`src/rtl/core/assert_macros.svh`:
```
// ----------------------------------------------------------------------------
// Assertion macros
// Shared concurrent assertion wrappers; they compile away for synthesis.
// ----------------------------------------------------------------------------
`ifndef ASSERT_MACROS_SVH
`define ASSERT_MACROS_SVH

`ifndef SYNTHESIS
// Check a property on every clock edge outside reset
`define ASSERT_PROP(label, clk, rst, prop, msg) \
   label: assert property (@(posedge clk) disable iff (rst) (prop)) else $error(msg);
// Check a property on every clock edge, reset included
`define ASSERT_ALWAYS(label, clk, prop, msg) \
   label: assert property (@(posedge clk) (prop)) else $error(msg);
`else
`define ASSERT_PROP(label, clk, rst, prop, msg)
`define ASSERT_ALWAYS(label, clk, prop, msg)
`endif

`endif

```
`src/rtl/core/pbic_pkg.sv`:
```
// ----------------------------------------------------------------------------
// pbic_pkg
// Types and constants shared by the power button and idle controller.
// ----------------------------------------------------------------------------
package pbic_pkg;

   localparam int unsigned TIME_W      = 32;
   localparam int unsigned CSR_INDEX_W = 3;
   localparam int unsigned CSR_DATA_W  = 20;

   // Standby causes as seen on the result channel
   typedef enum logic [1:0] {
      CAUSE_NONE    = 2'd0,
      CAUSE_BATTERY = 2'd1,
      CAUSE_LONG    = 2'd2,
      CAUSE_IDLE    = 2'd3
   } cause_type;

   // Configuration register indexes
   typedef enum logic [CSR_INDEX_W-1:0] {
      CSR_STANDBY_MINUTES    = 3'd0,
      CSR_LONG_PRESS_MS      = 3'd1,
      CSR_SHORT_PRESS_MIN_MS = 3'd2,
      CSR_CRITICAL_PERCENT   = 3'd3,
      CSR_CHECK_PERIOD_MS    = 3'd4,
      CSR_HITS_NEEDED        = 3'd5,
      CSR_MIN_VALID_MV       = 3'd6
   } csr_index_type;

   // Reset values of the configuration registers
   localparam logic [7:0]  STANDBY_MINUTES_RST    = 8'd5;
   localparam logic [15:0] LONG_PRESS_MS_RST      = 16'd2000;
   localparam logic [15:0] SHORT_PRESS_MIN_MS_RST = 16'd40;
   localparam logic [6:0]  CRITICAL_PERCENT_RST   = 7'd5;
   localparam logic [19:0] CHECK_PERIOD_MS_RST    = 20'd30000;
   localparam logic [1:0]  HITS_NEEDED_RST        = 2'd2;
   localparam logic [15:0] MIN_VALID_MV_RST       = 16'd100;

   localparam logic [TIME_W-1:0] MS_PER_MINUTE     = 32'd60000;
   localparam logic [TIME_W-1:0] IDLE_LIMIT_MS_RST = 32'd300000;
   localparam logic [1:0]        HITS_MAX          = 2'd3;

   // Configuration as seen by the tick logic
   typedef struct packed {
      logic [7:0]        standby_minutes;
      logic [15:0]       long_press_ms;
      logic [15:0]       short_press_min_ms;
      logic [6:0]        critical_percent;
      logic [19:0]       check_period_ms;
      logic [1:0]        hits_needed;
      logic [15:0]       min_valid_mv;
      logic [TIME_W-1:0] idle_limit_ms;
   } cfg_type;

   // One poll tick
   typedef struct packed {
      logic [TIME_W-1:0] now_ms;
      logic              button_down;
      logic              external_power;
      logic [15:0]       battery_mv;
      logic [6:0]        battery_pct;
      logic              playback_active;
      logic              file_server_active;
      logic              user_activity;
   } tick_type;

   // One result
   typedef struct packed {
      logic              keys_locked;
      logic              standby_request;
      cause_type         standby_cause;
      logic [TIME_W-1:0] idle_ms;
   } result_type;

endpackage

```
`src/rtl/core/pbic_req_if.sv`:
```
// ----------------------------------------------------------------------------
// pbic_req_if
// Poll tick channel: valid/ready handshake with the tick fields.
// ----------------------------------------------------------------------------
interface pbic_req_if;
   import pbic_pkg::*;

   logic              valid;
   logic              ready;
   logic [TIME_W-1:0] now_ms;
   logic              button_down;
   logic              external_power;
   logic [15:0]       battery_mv;
   logic [6:0]        battery_pct;
   logic              playback_active;
   logic              file_server_active;
   logic              user_activity;

   modport source (
      output valid, now_ms, button_down, external_power, battery_mv, battery_pct,
             playback_active, file_server_active, user_activity,
      input  ready
   );

   modport sink (
      input  valid, now_ms, button_down, external_power, battery_mv, battery_pct,
             playback_active, file_server_active, user_activity,
      output ready
   );
endinterface

```
`src/rtl/core/pbic_rsp_if.sv`:
```
// ----------------------------------------------------------------------------
// pbic_rsp_if
// Result channel: valid/ready handshake with lock state and standby request.
// ----------------------------------------------------------------------------
interface pbic_rsp_if;
   import pbic_pkg::*;

   logic              valid;
   logic              ready;
   logic              keys_locked;
   logic              standby_request;
   logic [1:0]        standby_cause;
   logic [TIME_W-1:0] idle_ms;

   modport source (
      output valid, keys_locked, standby_request, standby_cause, idle_ms,
      input  ready
   );

   modport sink (
      input  valid, keys_locked, standby_request, standby_cause, idle_ms,
      output ready
   );
endinterface

```
`src/rtl/core/pbic_csr.sv`:
```
// ----------------------------------------------------------------------------
// pbic_csr
// Configuration registers; also keeps the idle limit in milliseconds so the
// tick logic compares against a ready value.
// ----------------------------------------------------------------------------
module pbic_csr (
   input  logic                               clock,
   input  logic                               reset,
   input  logic                               csr_we,
   input  logic [pbic_pkg::CSR_INDEX_W-1:0]   csr_index,
   input  logic [pbic_pkg::CSR_DATA_W-1:0]    csr_wdata,
   output pbic_pkg::cfg_type                  cfg
);
   import pbic_pkg::*;

   cfg_type           cfg_ff;
   cfg_type           cfg_in;
   logic [TIME_W-1:0] idle_limit_in;

   // Scale minutes to milliseconds from the minutes register; the product is registered in the cycle after it
   assign idle_limit_in = TIME_W'({24'd0, cfg_ff.standby_minutes} * MS_PER_MINUTE);

   // Decode a register write
   always_comb begin
      cfg_in               = cfg_ff;
      cfg_in.idle_limit_ms = idle_limit_in;
      if (csr_we) begin
         unique case (csr_index_type'(csr_index))
            CSR_STANDBY_MINUTES:    cfg_in.standby_minutes    = csr_wdata[7:0];
            CSR_LONG_PRESS_MS:      cfg_in.long_press_ms      = csr_wdata[15:0];
            CSR_SHORT_PRESS_MIN_MS: cfg_in.short_press_min_ms = csr_wdata[15:0];
            CSR_CRITICAL_PERCENT:   cfg_in.critical_percent   = csr_wdata[6:0];
            CSR_CHECK_PERIOD_MS:    cfg_in.check_period_ms    = csr_wdata;
            CSR_HITS_NEEDED:        cfg_in.hits_needed        = csr_wdata[1:0];
            CSR_MIN_VALID_MV:       cfg_in.min_valid_mv       = csr_wdata[15:0];
            default: ;
         endcase
      end
   end

   always_ff @(posedge clock) begin
      if (reset) begin
         cfg_ff.standby_minutes    <= STANDBY_MINUTES_RST;
         cfg_ff.long_press_ms      <= LONG_PRESS_MS_RST;
         cfg_ff.short_press_min_ms <= SHORT_PRESS_MIN_MS_RST;
         cfg_ff.critical_percent   <= CRITICAL_PERCENT_RST;
         cfg_ff.check_period_ms    <= CHECK_PERIOD_MS_RST;
         cfg_ff.hits_needed        <= HITS_NEEDED_RST;
         cfg_ff.min_valid_mv       <= MIN_VALID_MV_RST;
         cfg_ff.idle_limit_ms      <= IDLE_LIMIT_MS_RST;
      end else begin
         cfg_ff <= cfg_in;
      end
   end

   assign cfg = cfg_ff;

endmodule

```
`src/rtl/core/power_button_idle_controller_core.sv`:
```
// ----------------------------------------------------------------------------
// power_button_idle_controller_core
// Poll-tick controller for key lock, long-press standby, critical battery
// standby and idle timeout.
// ----------------------------------------------------------------------------
// Each accepted poll tick yields exactly one result. A tick is held in an
// input register while it is evaluated against the controller state, and its
// result is loaded into an output register once that register is empty or
// being taken, and is offered on the result channel from there. A new tick is
// taken every cycle as long as the result side keeps draining. The state
// update (press tracking, battery hit counter, activity time) is written as
// each result is loaded, which sets that one-tick-per-cycle rate. The idle
// limit in milliseconds follows the minutes register in the cycle after it.
// ----------------------------------------------------------------------------
`include "assert_macros.svh"

module power_button_idle_controller_core (
   input  logic                             clock,
   input  logic                             reset,
   input  logic                             csr_we,
   input  logic [pbic_pkg::CSR_INDEX_W-1:0] csr_index,
   input  logic [pbic_pkg::CSR_DATA_W-1:0]  csr_wdata,
   pbic_req_if.sink                         req_chan,
   pbic_rsp_if.source                       rsp_chan
);
   import pbic_pkg::*;

   cfg_type           cfg;

   // Pipeline control and data
   logic              s1_valid_ff;
   logic              s1_valid_in;
   tick_type          s1_ff;
   logic              rsp_valid_ff;
   logic              rsp_valid_in;
   result_type        rsp_ff;
   result_type        rsp_in;
   logic              out_load;
   logic              req_take;

   // Controller state
   logic [TIME_W-1:0] last_act_ff, last_act_in;
   logic [TIME_W-1:0] press_start_ff, press_start_in;
   logic [TIME_W-1:0] last_check_ff, last_check_in;
   logic              press_valid_ff, press_valid_in;
   logic              long_fired_ff, long_fired_in;
   logic              lock_ff, lock_in;
   logic [1:0]        hits_ff, hits_in;

   // Tick evaluation
   cause_type         cause;
   logic              act_now;
   logic              check_due;
   logic              battery_low;
   logic [1:0]        hits_inc;
   logic [TIME_W-1:0] press_ms;
   logic [TIME_W-1:0] since_act;
   logic [TIME_W-1:0] now;

   pbic_csr u_csr (
      .clock     (clock),
      .reset     (reset),
      .csr_we    (csr_we),
      .csr_index (csr_index),
      .csr_wdata (csr_wdata),
      .cfg       (cfg)
   );

   // Handshake: the output register frees when empty or being taken
   assign out_load       = s1_valid_ff && (!rsp_valid_ff || rsp_chan.ready);
   assign req_chan.ready = !s1_valid_ff || out_load;
   assign req_take       = req_chan.valid && req_chan.ready;
   assign s1_valid_in    = req_take || (s1_valid_ff && !out_load);
   assign rsp_valid_in   = out_load || (rsp_valid_ff && !rsp_chan.ready);

   // Evaluate one tick against the state
   always_comb begin
      now            = s1_ff.now_ms;
      cause          = CAUSE_NONE;
      act_now        = s1_ff.user_activity;
      last_check_in  = last_check_ff;
      hits_in        = hits_ff;
      press_valid_in = press_valid_ff;
      press_start_in = press_start_ff;
      long_fired_in  = long_fired_ff;
      lock_in        = lock_ff;
      check_due      = (now - last_check_ff) >= {12'd0, cfg.check_period_ms};
      battery_low    = !s1_ff.external_power && (s1_ff.battery_mv > cfg.min_valid_mv) &&
                       (s1_ff.battery_pct <= cfg.critical_percent);
      hits_inc       = (hits_ff == HITS_MAX) ? HITS_MAX : hits_ff + 2'd1;
      press_ms       = now - press_start_ff;
      since_act      = now - last_act_ff;

      // Critical battery check once per period
      if (check_due) begin
         last_check_in = now;
         if (battery_low) begin
            hits_in = hits_inc;
            if (hits_inc >= cfg.hits_needed) begin
               cause = CAUSE_BATTERY;
            end
         end else begin
            hits_in = '0;
         end
      end

      // Button: track press, fire long press, toggle lock on a short release
      if (cause == CAUSE_NONE) begin
         if (s1_ff.button_down) begin
            if (!press_valid_ff) begin
               press_valid_in = 1'b1;
               press_start_in = now;
               long_fired_in  = 1'b0;
               act_now        = 1'b1;
            end else if (!long_fired_ff && (press_ms >= {16'd0, cfg.long_press_ms})) begin
               long_fired_in = 1'b1;
               cause         = CAUSE_LONG;
            end
         end else if (press_valid_ff) begin
            press_valid_in = 1'b0;
            press_start_in = '0;
            if (!long_fired_ff && (press_ms >= {16'd0, cfg.short_press_min_ms}) &&
                (press_ms < {16'd0, cfg.long_press_ms})) begin
               lock_in = !lock_ff;
               act_now = 1'b1;
            end
            long_fired_in = 1'b0;
         end
      end

      // Idle timeout; fresh activity this tick means zero idle time
      if ((cause == CAUSE_NONE) && (cfg.standby_minutes != 8'd0)) begin
         if (s1_ff.playback_active || (s1_ff.file_server_active && s1_ff.external_power)) begin
            act_now = 1'b1;
         end else if (!act_now && (since_act >= cfg.idle_limit_ms)) begin
            cause = CAUSE_IDLE;
         end
      end

      last_act_in            = act_now ? now : last_act_ff;
      rsp_in.keys_locked     = lock_in;
      rsp_in.standby_request = (cause != CAUSE_NONE);
      rsp_in.standby_cause   = cause;
      rsp_in.idle_ms         = act_now ? '0 : since_act;
   end

   // Control registers
   always_ff @(posedge clock) begin
      if (reset) begin
         s1_valid_ff    <= 1'b0;
         rsp_valid_ff   <= 1'b0;
         last_act_ff    <= '0;
         press_start_ff <= '0;
         last_check_ff  <= '0;
         press_valid_ff <= 1'b0;
         long_fired_ff  <= 1'b0;
         lock_ff        <= 1'b0;
         hits_ff        <= '0;
      end else begin
         s1_valid_ff  <= s1_valid_in;
         rsp_valid_ff <= rsp_valid_in;
         if (out_load) begin
            last_act_ff    <= last_act_in;
            press_start_ff <= press_start_in;
            last_check_ff  <= last_check_in;
            press_valid_ff <= press_valid_in;
            long_fired_ff  <= long_fired_in;
            lock_ff        <= lock_in;
            hits_ff        <= hits_in;
         end
      end
   end

   // Payload registers
   always_ff @(posedge clock) begin
      if (req_take) begin
         s1_ff.now_ms             <= req_chan.now_ms;
         s1_ff.button_down        <= req_chan.button_down;
         s1_ff.external_power     <= req_chan.external_power;
         s1_ff.battery_mv         <= req_chan.battery_mv;
         s1_ff.battery_pct        <= req_chan.battery_pct;
         s1_ff.playback_active    <= req_chan.playback_active;
         s1_ff.file_server_active <= req_chan.file_server_active;
         s1_ff.user_activity      <= req_chan.user_activity;
      end
      if (out_load) begin
         rsp_ff <= rsp_in;
      end
   end

   assign rsp_chan.valid           = rsp_valid_ff;
   assign rsp_chan.keys_locked     = rsp_ff.keys_locked;
   assign rsp_chan.standby_request = rsp_ff.standby_request;
   assign rsp_chan.standby_cause   = rsp_ff.standby_cause;
   assign rsp_chan.idle_ms         = rsp_ff.idle_ms;

   // Checks
   `ASSERT_PROP(a_long_sets_fired, clock, reset,
      out_load && (cause == CAUSE_LONG) |=> long_fired_ff, "long press did not latch fired")
   `ASSERT_PROP(a_lock_only_on_tick, clock, reset,
      !out_load |=> $stable(lock_ff), "key lock changed without a tick")
   `ASSERT_PROP(a_press_start_on_button, clock, reset,
      $rose(press_valid_ff) |-> $past(out_load && s1_ff.button_down),
      "press tracking started without a pressed tick")
   `ASSERT_PROP(a_stage_holds_on_stall, clock, reset,
      s1_valid_ff && !out_load |=> s1_valid_ff, "pending tick dropped during stall")

endmodule

```
`src/flat_wrapper.sv`:
```
// flat-port wrapper written by rule: the top's interface ports become plain ports
module power_button_idle_controller_core_flat import pbic_pkg::*;
  (clock, reset, csr_we, csr_index, csr_wdata, req_chan_valid, req_chan_now_ms, req_chan_button_down, req_chan_external_power, req_chan_battery_mv, req_chan_battery_pct, req_chan_playback_active, req_chan_file_server_active, req_chan_user_activity, req_chan_ready, rsp_chan_valid, rsp_chan_keys_locked, rsp_chan_standby_request, rsp_chan_standby_cause, rsp_chan_idle_ms, rsp_chan_ready);
  pbic_req_if req_chan_i ();
  pbic_rsp_if rsp_chan_i ();
  input  logic clock;
  input  logic reset;
  input  logic csr_we;
  input  logic [pbic_pkg::CSR_INDEX_W-1:0] csr_index;
  input  logic [pbic_pkg::CSR_DATA_W-1:0] csr_wdata;
  input wire logic [$bits(req_chan_i.valid)-1:0] req_chan_valid;
  input wire logic [$bits(req_chan_i.now_ms)-1:0] req_chan_now_ms;
  input wire logic [$bits(req_chan_i.button_down)-1:0] req_chan_button_down;
  input wire logic [$bits(req_chan_i.external_power)-1:0] req_chan_external_power;
  input wire logic [$bits(req_chan_i.battery_mv)-1:0] req_chan_battery_mv;
  input wire logic [$bits(req_chan_i.battery_pct)-1:0] req_chan_battery_pct;
  input wire logic [$bits(req_chan_i.playback_active)-1:0] req_chan_playback_active;
  input wire logic [$bits(req_chan_i.file_server_active)-1:0] req_chan_file_server_active;
  input wire logic [$bits(req_chan_i.user_activity)-1:0] req_chan_user_activity;
  output wire logic [$bits(req_chan_i.ready)-1:0] req_chan_ready;
  output wire logic [$bits(rsp_chan_i.valid)-1:0] rsp_chan_valid;
  output wire logic [$bits(rsp_chan_i.keys_locked)-1:0] rsp_chan_keys_locked;
  output wire logic [$bits(rsp_chan_i.standby_request)-1:0] rsp_chan_standby_request;
  output wire logic [$bits(rsp_chan_i.standby_cause)-1:0] rsp_chan_standby_cause;
  output wire logic [$bits(rsp_chan_i.idle_ms)-1:0] rsp_chan_idle_ms;
  input wire logic [$bits(rsp_chan_i.ready)-1:0] rsp_chan_ready;
  assign req_chan_i.valid = req_chan_valid;
  assign req_chan_i.now_ms = req_chan_now_ms;
  assign req_chan_i.button_down = req_chan_button_down;
  assign req_chan_i.external_power = req_chan_external_power;
  assign req_chan_i.battery_mv = req_chan_battery_mv;
  assign req_chan_i.battery_pct = req_chan_battery_pct;
  assign req_chan_i.playback_active = req_chan_playback_active;
  assign req_chan_i.file_server_active = req_chan_file_server_active;
  assign req_chan_i.user_activity = req_chan_user_activity;
  assign req_chan_ready = req_chan_i.ready;
  assign rsp_chan_valid = rsp_chan_i.valid;
  assign rsp_chan_keys_locked = rsp_chan_i.keys_locked;
  assign rsp_chan_standby_request = rsp_chan_i.standby_request;
  assign rsp_chan_standby_cause = rsp_chan_i.standby_cause;
  assign rsp_chan_idle_ms = rsp_chan_i.idle_ms;
  assign rsp_chan_i.ready = rsp_chan_ready;
  power_button_idle_controller_core u_core (.clock(clock), .reset(reset), .csr_we(csr_we), .csr_index(csr_index), .csr_wdata(csr_wdata), .req_chan(req_chan_i), .rsp_chan(rsp_chan_i));
endmodule
```
`config.mk`:
```
export PLATFORM = sky130hd
export DESIGN_NAME = power_button_idle_controller_core_flat
export DESIGN_NICKNAME = d
export VERILOG_FILES = /design/src/rtl/core/pbic_pkg.sv /design/src/rtl/core/pbic_req_if.sv /design/src/rtl/core/pbic_rsp_if.sv /design/src/rtl/core/pbic_csr.sv /design/src/rtl/core/power_button_idle_controller_core.sv /design/src/flat_wrapper.sv
export VERILOG_INCLUDE_DIRS = /design/src /design/src/rtl/core
export SDC_FILE = /design/constraint.sdc
export NUM_CORES = 1
export LEC_CHECK = 0
export CAP_MARGIN = 20
export CORE_MARGIN = 5
export CORE_UTILIZATION = 65
export DETAILED_ROUTE_END_ITERATION = 16
export DONT_BUFFER_PORTS = 1
export HOLD_SLACK_MARGIN = 0.08
export MAX_ROUTING_LAYER = met4
export PLACE_DENSITY = 0.81
export SYNTH_ARGS = -nofsm -noshare
export SYNTH_HDL_FRONTEND = slang
export SYNTH_SLANG_ARGS = --single-unit
```
`constraint.sdc`:
```
create_clock -name clock -period 6.39 [get_ports clock]
set_clock_uncertainty 0.2 [all_clocks]
set_input_delay 0.9585 -clock clock [delete_from_list [all_inputs] [get_ports clock]]
set_output_delay 0.9585 -clock clock [all_outputs]
set_load 0.05 [all_outputs]
```
==> results by group <==
Worst setup path
  – CP bufs+invs: 4
  – Crit. End Element: flop
  – CP top delay family: compound AO/OA/AOI/OAI gates
  – Startpoint Class: flop
  – Data arrival time of the critical path: 6.35 ns
  – R2R depth: 24
  – R2R setup slack: about 0.29 ns
  – Top cell by count, worst path: o21ai_0
  – CP endpoint: u_core.last_act_ff[5]
  – Terminus of the critical flop-to-flop path: u_core.last_act_ff[5]
  – Worst setup path category: flop to flop
  – Slowest stage delay, CP: 0.46 ns
  – Critical Path Fanout Max: 32
  – Worst path slowest cell: nand2_1
  – Number of cells on the critical path: 24
  – Worst path required time: around 6.6 ns
  – Setup crit start: u_core.now[0]
  – R2r startpoint: u_core.now[0]
  – Worst path cell trace: inv_1 -> ha_1 -> inv_1 -> fa_1 -> a211oi_1 -> o21ai_0 -> a21boi_1 -> buf_4 -> o21ai_0 -> nor2b_1 -> nor2_1 -> xnor2_1 -> ha_1 -> a21o_1 -> a21oi_1 -> o21ai_0 -> nor4_1 -> o211ai_1 -> nor4_1 -> nand4_1 -> nand2_1 -> o211a_1 -> buf_12 -> mux2i_1

GRT
  – All-Layer GR Usage: a little under a third
  – Antenna violations before repair: 7
  – Vias in the first global route: approximately 17000
  – Total grt overflow: 0
  – First-pass GRT wire length: 89400 um
  – Largest net degree at the start of global routing: 245

Synthesis
  – Top cell type's share of synthesized area: ~20%
  – Unique cell type count in the Yosys netlist: 79
  – Main synth FF type: dfxtp_1
  – Yosys warns: 0
  – Register bit total from synthesis: 303
  – Top-count cell post-synth: inv_1
  – Synth Instances: between 2000 and 2500
  – Syn Area/Cell: roughly 8.5 um^2
  – EDFF count, synth: 96
  – Cell Area, Synth: approximately 21000 um^2
  – Syn_nets: ~2800
  – Ys async rst share: 0%
  – Largest area contributor in the netlist: dfxtp_1
  – Sequential-to-total area share from yosys stat: between 30% and 40%
  – Area contributors post-synth: dfxtp_1, ha_1, edfxtp_1
  – Most frequent cells after synthesis: inv_1, nand2_1, a21oi_1, ha_1, dfxtp_1

Clock tree
  – Clk sinks: ~300
  – CTS Buffer Depth: 3
  – CTS HTree Levels: 2
  – Clock-pin transition on the worst setup and hold timing paths: 0.06 ns
  – Cts hold-fix bufs: 0
  – CTS Buf Count: 34
  – Clock root cell: clkbuf_16
  – CTS tree: done
  – Clk_lat worst skew: between 0.5 and 0.6 ns

Die
  – Num ports: 126
  – Core area: 31600 um^2
  – Die Span X: approximately 190 um
  – Row Count: 65
  – Die height: ~190 um
  – Die area: between 30000 and 40000 um^2
  – Initial Utilization: roughly 66%

Job
  – Max Cap Viol: 0

Timing
  – Final worst path period need: about 6 ns
  – Hold slack: about 0.25 ns
  – Final hold viol count: 0
  – Final setup viols: 0
  – Crit share post-route: around 95%
  – Setup TNS: 0 ns
  – Final Max Tran Viols: 0
  – Max Clock Freq: 164 MHz
  – Max_slew headroom: 31.6%
  – RSZ-0062 raised after global routing: false
  – Slew at the pin closest to its max-slew limit: 1.02 ns

Final layout
  – Post-route cell area: ~22000 um^2
  – Area grow syn2layout: 7.35%
  – Share of layout cells above drive strength 1: ~4.8%
  – Post-layout nets: between 2000 and 3000
  – Layout fillers: ~2500

Placed design
  – Detailed Place HPWL: ~42000 um
  – Final Wtd Congestion: a little over 1
  – Port buffer count: 0
  – Placed cell areas: between 20000 and 25000 um^2

Pwr
  – Cell-internal power: approximately 3700 uW
  – VDD IR max: 256 uV
  – Share of total power in combinational logic: around 22%
  – Sw Share: between 30% and 40%
  – Flop pwr share: around two fifths
  – PwrDens: approximately 240 nW/um^2
  – Switching power: 1640 uW
  – Clock power share: a little under two fifths
  – Leakage: approximately 0.0090 uW

Hold path
  – Worst Hold Class: flop to flop
  – HP Start: u_core.last_check_ff[13]

Drt
  – Pre-antenna DRT Iters: 6
  – Vias per std cell: between 6 and 7
  – DR iter-0 viols: around 1500
  – Vias: 17600
  – Routed len/inst: 19.5 um
  – Post-route ant nets: 0
  – Routed wire length: roughly 56000 um
  – DRC: 0

Outcome
  – Status: finished clean
==> metrics by stage <==
| stage | utilization, % | setup WS, ns | std cells | power (uW) |
|---|---|---|---|---|
| 4_1_cts | 70.4 | 0.0990 | 2840 | 5370 |
| 5_1_grt | 70.6 | 0.0177 | 2850 | 5640 |
| 2_1_floorplan | - | 1.07 | 2451 | 3090 |
| 6_report | 70.6 | 0.291 | 2850 | 5360 |
| 3_5_place_dp | 66.7 | 0.182 | 2780 | 3380 |
| 3_3_place_gp | 66.7 | 0.145 | 2780 | 3350 |
==> routing by layer <==
layer | GRT usage [%] | part of all wire (%) | vias up | wire, um
met5 | - | 0 | - | 0
met4 | 9.84 | 3.2 | 0 | 1780
met3 | 5.45 | 7.3 | 133 | 4060
met2 | 51.4 | 47 | 649 | 26000
met1 | 40.6 | 43 | 8345 | 23700
li1 | - | - | 8454 | -
==> worst reg2reg max path: cells and delay by family, from the launching register on <==
kind                       cells  cell delay (ns)
adders and majority gates      3             0.92
DFF                            1             0.43
muxes                          1             0.26
and+or+nand+nor                6             1.58
buffers and inverters          4             0.65
AOI/OAI and AO/OA              9             1.83
xor gates and xnor gates       1             0.17
==> state kept, by name (all words and copies together), names as in the netlist <==
name / count
u_core.rsp_chan.keys_locked: 1
u_core.s1_ff: 28
u_core.rsp_chan.standby_cause: 2
u_core.u_csr.cfg: 104
u_core.hits_ff: 2
u_core.last_act_ff: 32
u_core.lock_ff: 1
u_core.press_valid_ff: 1
u_core.last_check_ff: 32
u_core.s1_valid_ff: 1
u_core.rsp_chan.idle_ms: 32
u_core.press_start_ff: 32
u_core.rsp_chan.standby_request: 1
u_core.now: 32
u_core.long_fired_ff: 1
u_core.rsp_chan.valid: 1
==> cell families after synthesis <==
family,Yosys count,share of synthesized area (%)
AND/OR/NAND/NOR,804,19.0
AO/OA/AOI/OAI,578,17.4
buffers and inverters,373,7.12
flip-flops,303,33.8
adder cells (fa/ha/maj),269,17.1
XOR/XNOR,79,3.33
multiplexers,45,2.19
==> how the worst min path moves through the flow <==
stage	slack, ns	to	cells past startpoint
after global routing	0.27	u_core.u_csr.cfg[96]	2
after detailed placement	0.25	u_core.last_check_ff[18]	2
final	0.25	u_core.last_check_ff[13]	2
after global placement	0.24	u_core.u_csr.cfg[33]	2
after floorplan	0.24	u_core.u_csr.cfg[49]	1
after CTS	0.25	u_core.u_csr.cfg[36]	2
==> timing repair <==
item | 4_1_cts | 5_1_grt
setup endpoints to repair | 0 | 130
gates resized for setup | 0 | 10
setup buffers | 0 | 1
==> layout make-up <==
type	instances	area, um^2	share of cell area [%]
clock inverters	13	139	0.623
clock buffers	47	1010	4.55
well taps	402	503	2.26
diodes	7	17.5	0.0786
multi-input cells	1775	12300	55.3
flip-flops and latches	303	7030	31.5
repair buffers	26	236	1.06
inverters	277	1040	4.66
==> cell usage in the layout, fill, tap and decap left out, drive strengths merged, types with 11 or more instances in the layout <==
cell type  count
a211o         25
clkbuf        48
o21a          28
a21oi        255
o21ai         93
dfxtp        207
xor2          35
inv          281
edfxtp        96
mux2i         42
o211ai        11
nand4         39
nor2b         25
ha           244
a31oi         14
o21bai        15
a21o          49
and2          26
nor3          33
xnor2         44
fa            25
or3           12
nand2        274
a211oi        14
nand2b       113
or2           12
and3          12
nor4          11
nand3         93
buf           25
nor2         124
==> power groups by stage <==
| stage | sequential [uW] | clock, uW | combinational [uW] |
|---|---|---|---|
| after floorplan | 2200 | 0 | 888 |
| after global placement | 2220 | 0 | 1130 |
| after detailed placement | 2230 | 0 | 1150 |
| after CTS | 2190 | 2020 | 1170 |
| after global routing | 2190 | 2120 | 1320 |
| final | 2190 | 1990 | 1180 |
No activity file was read; power rests on OpenSTA's default activity.
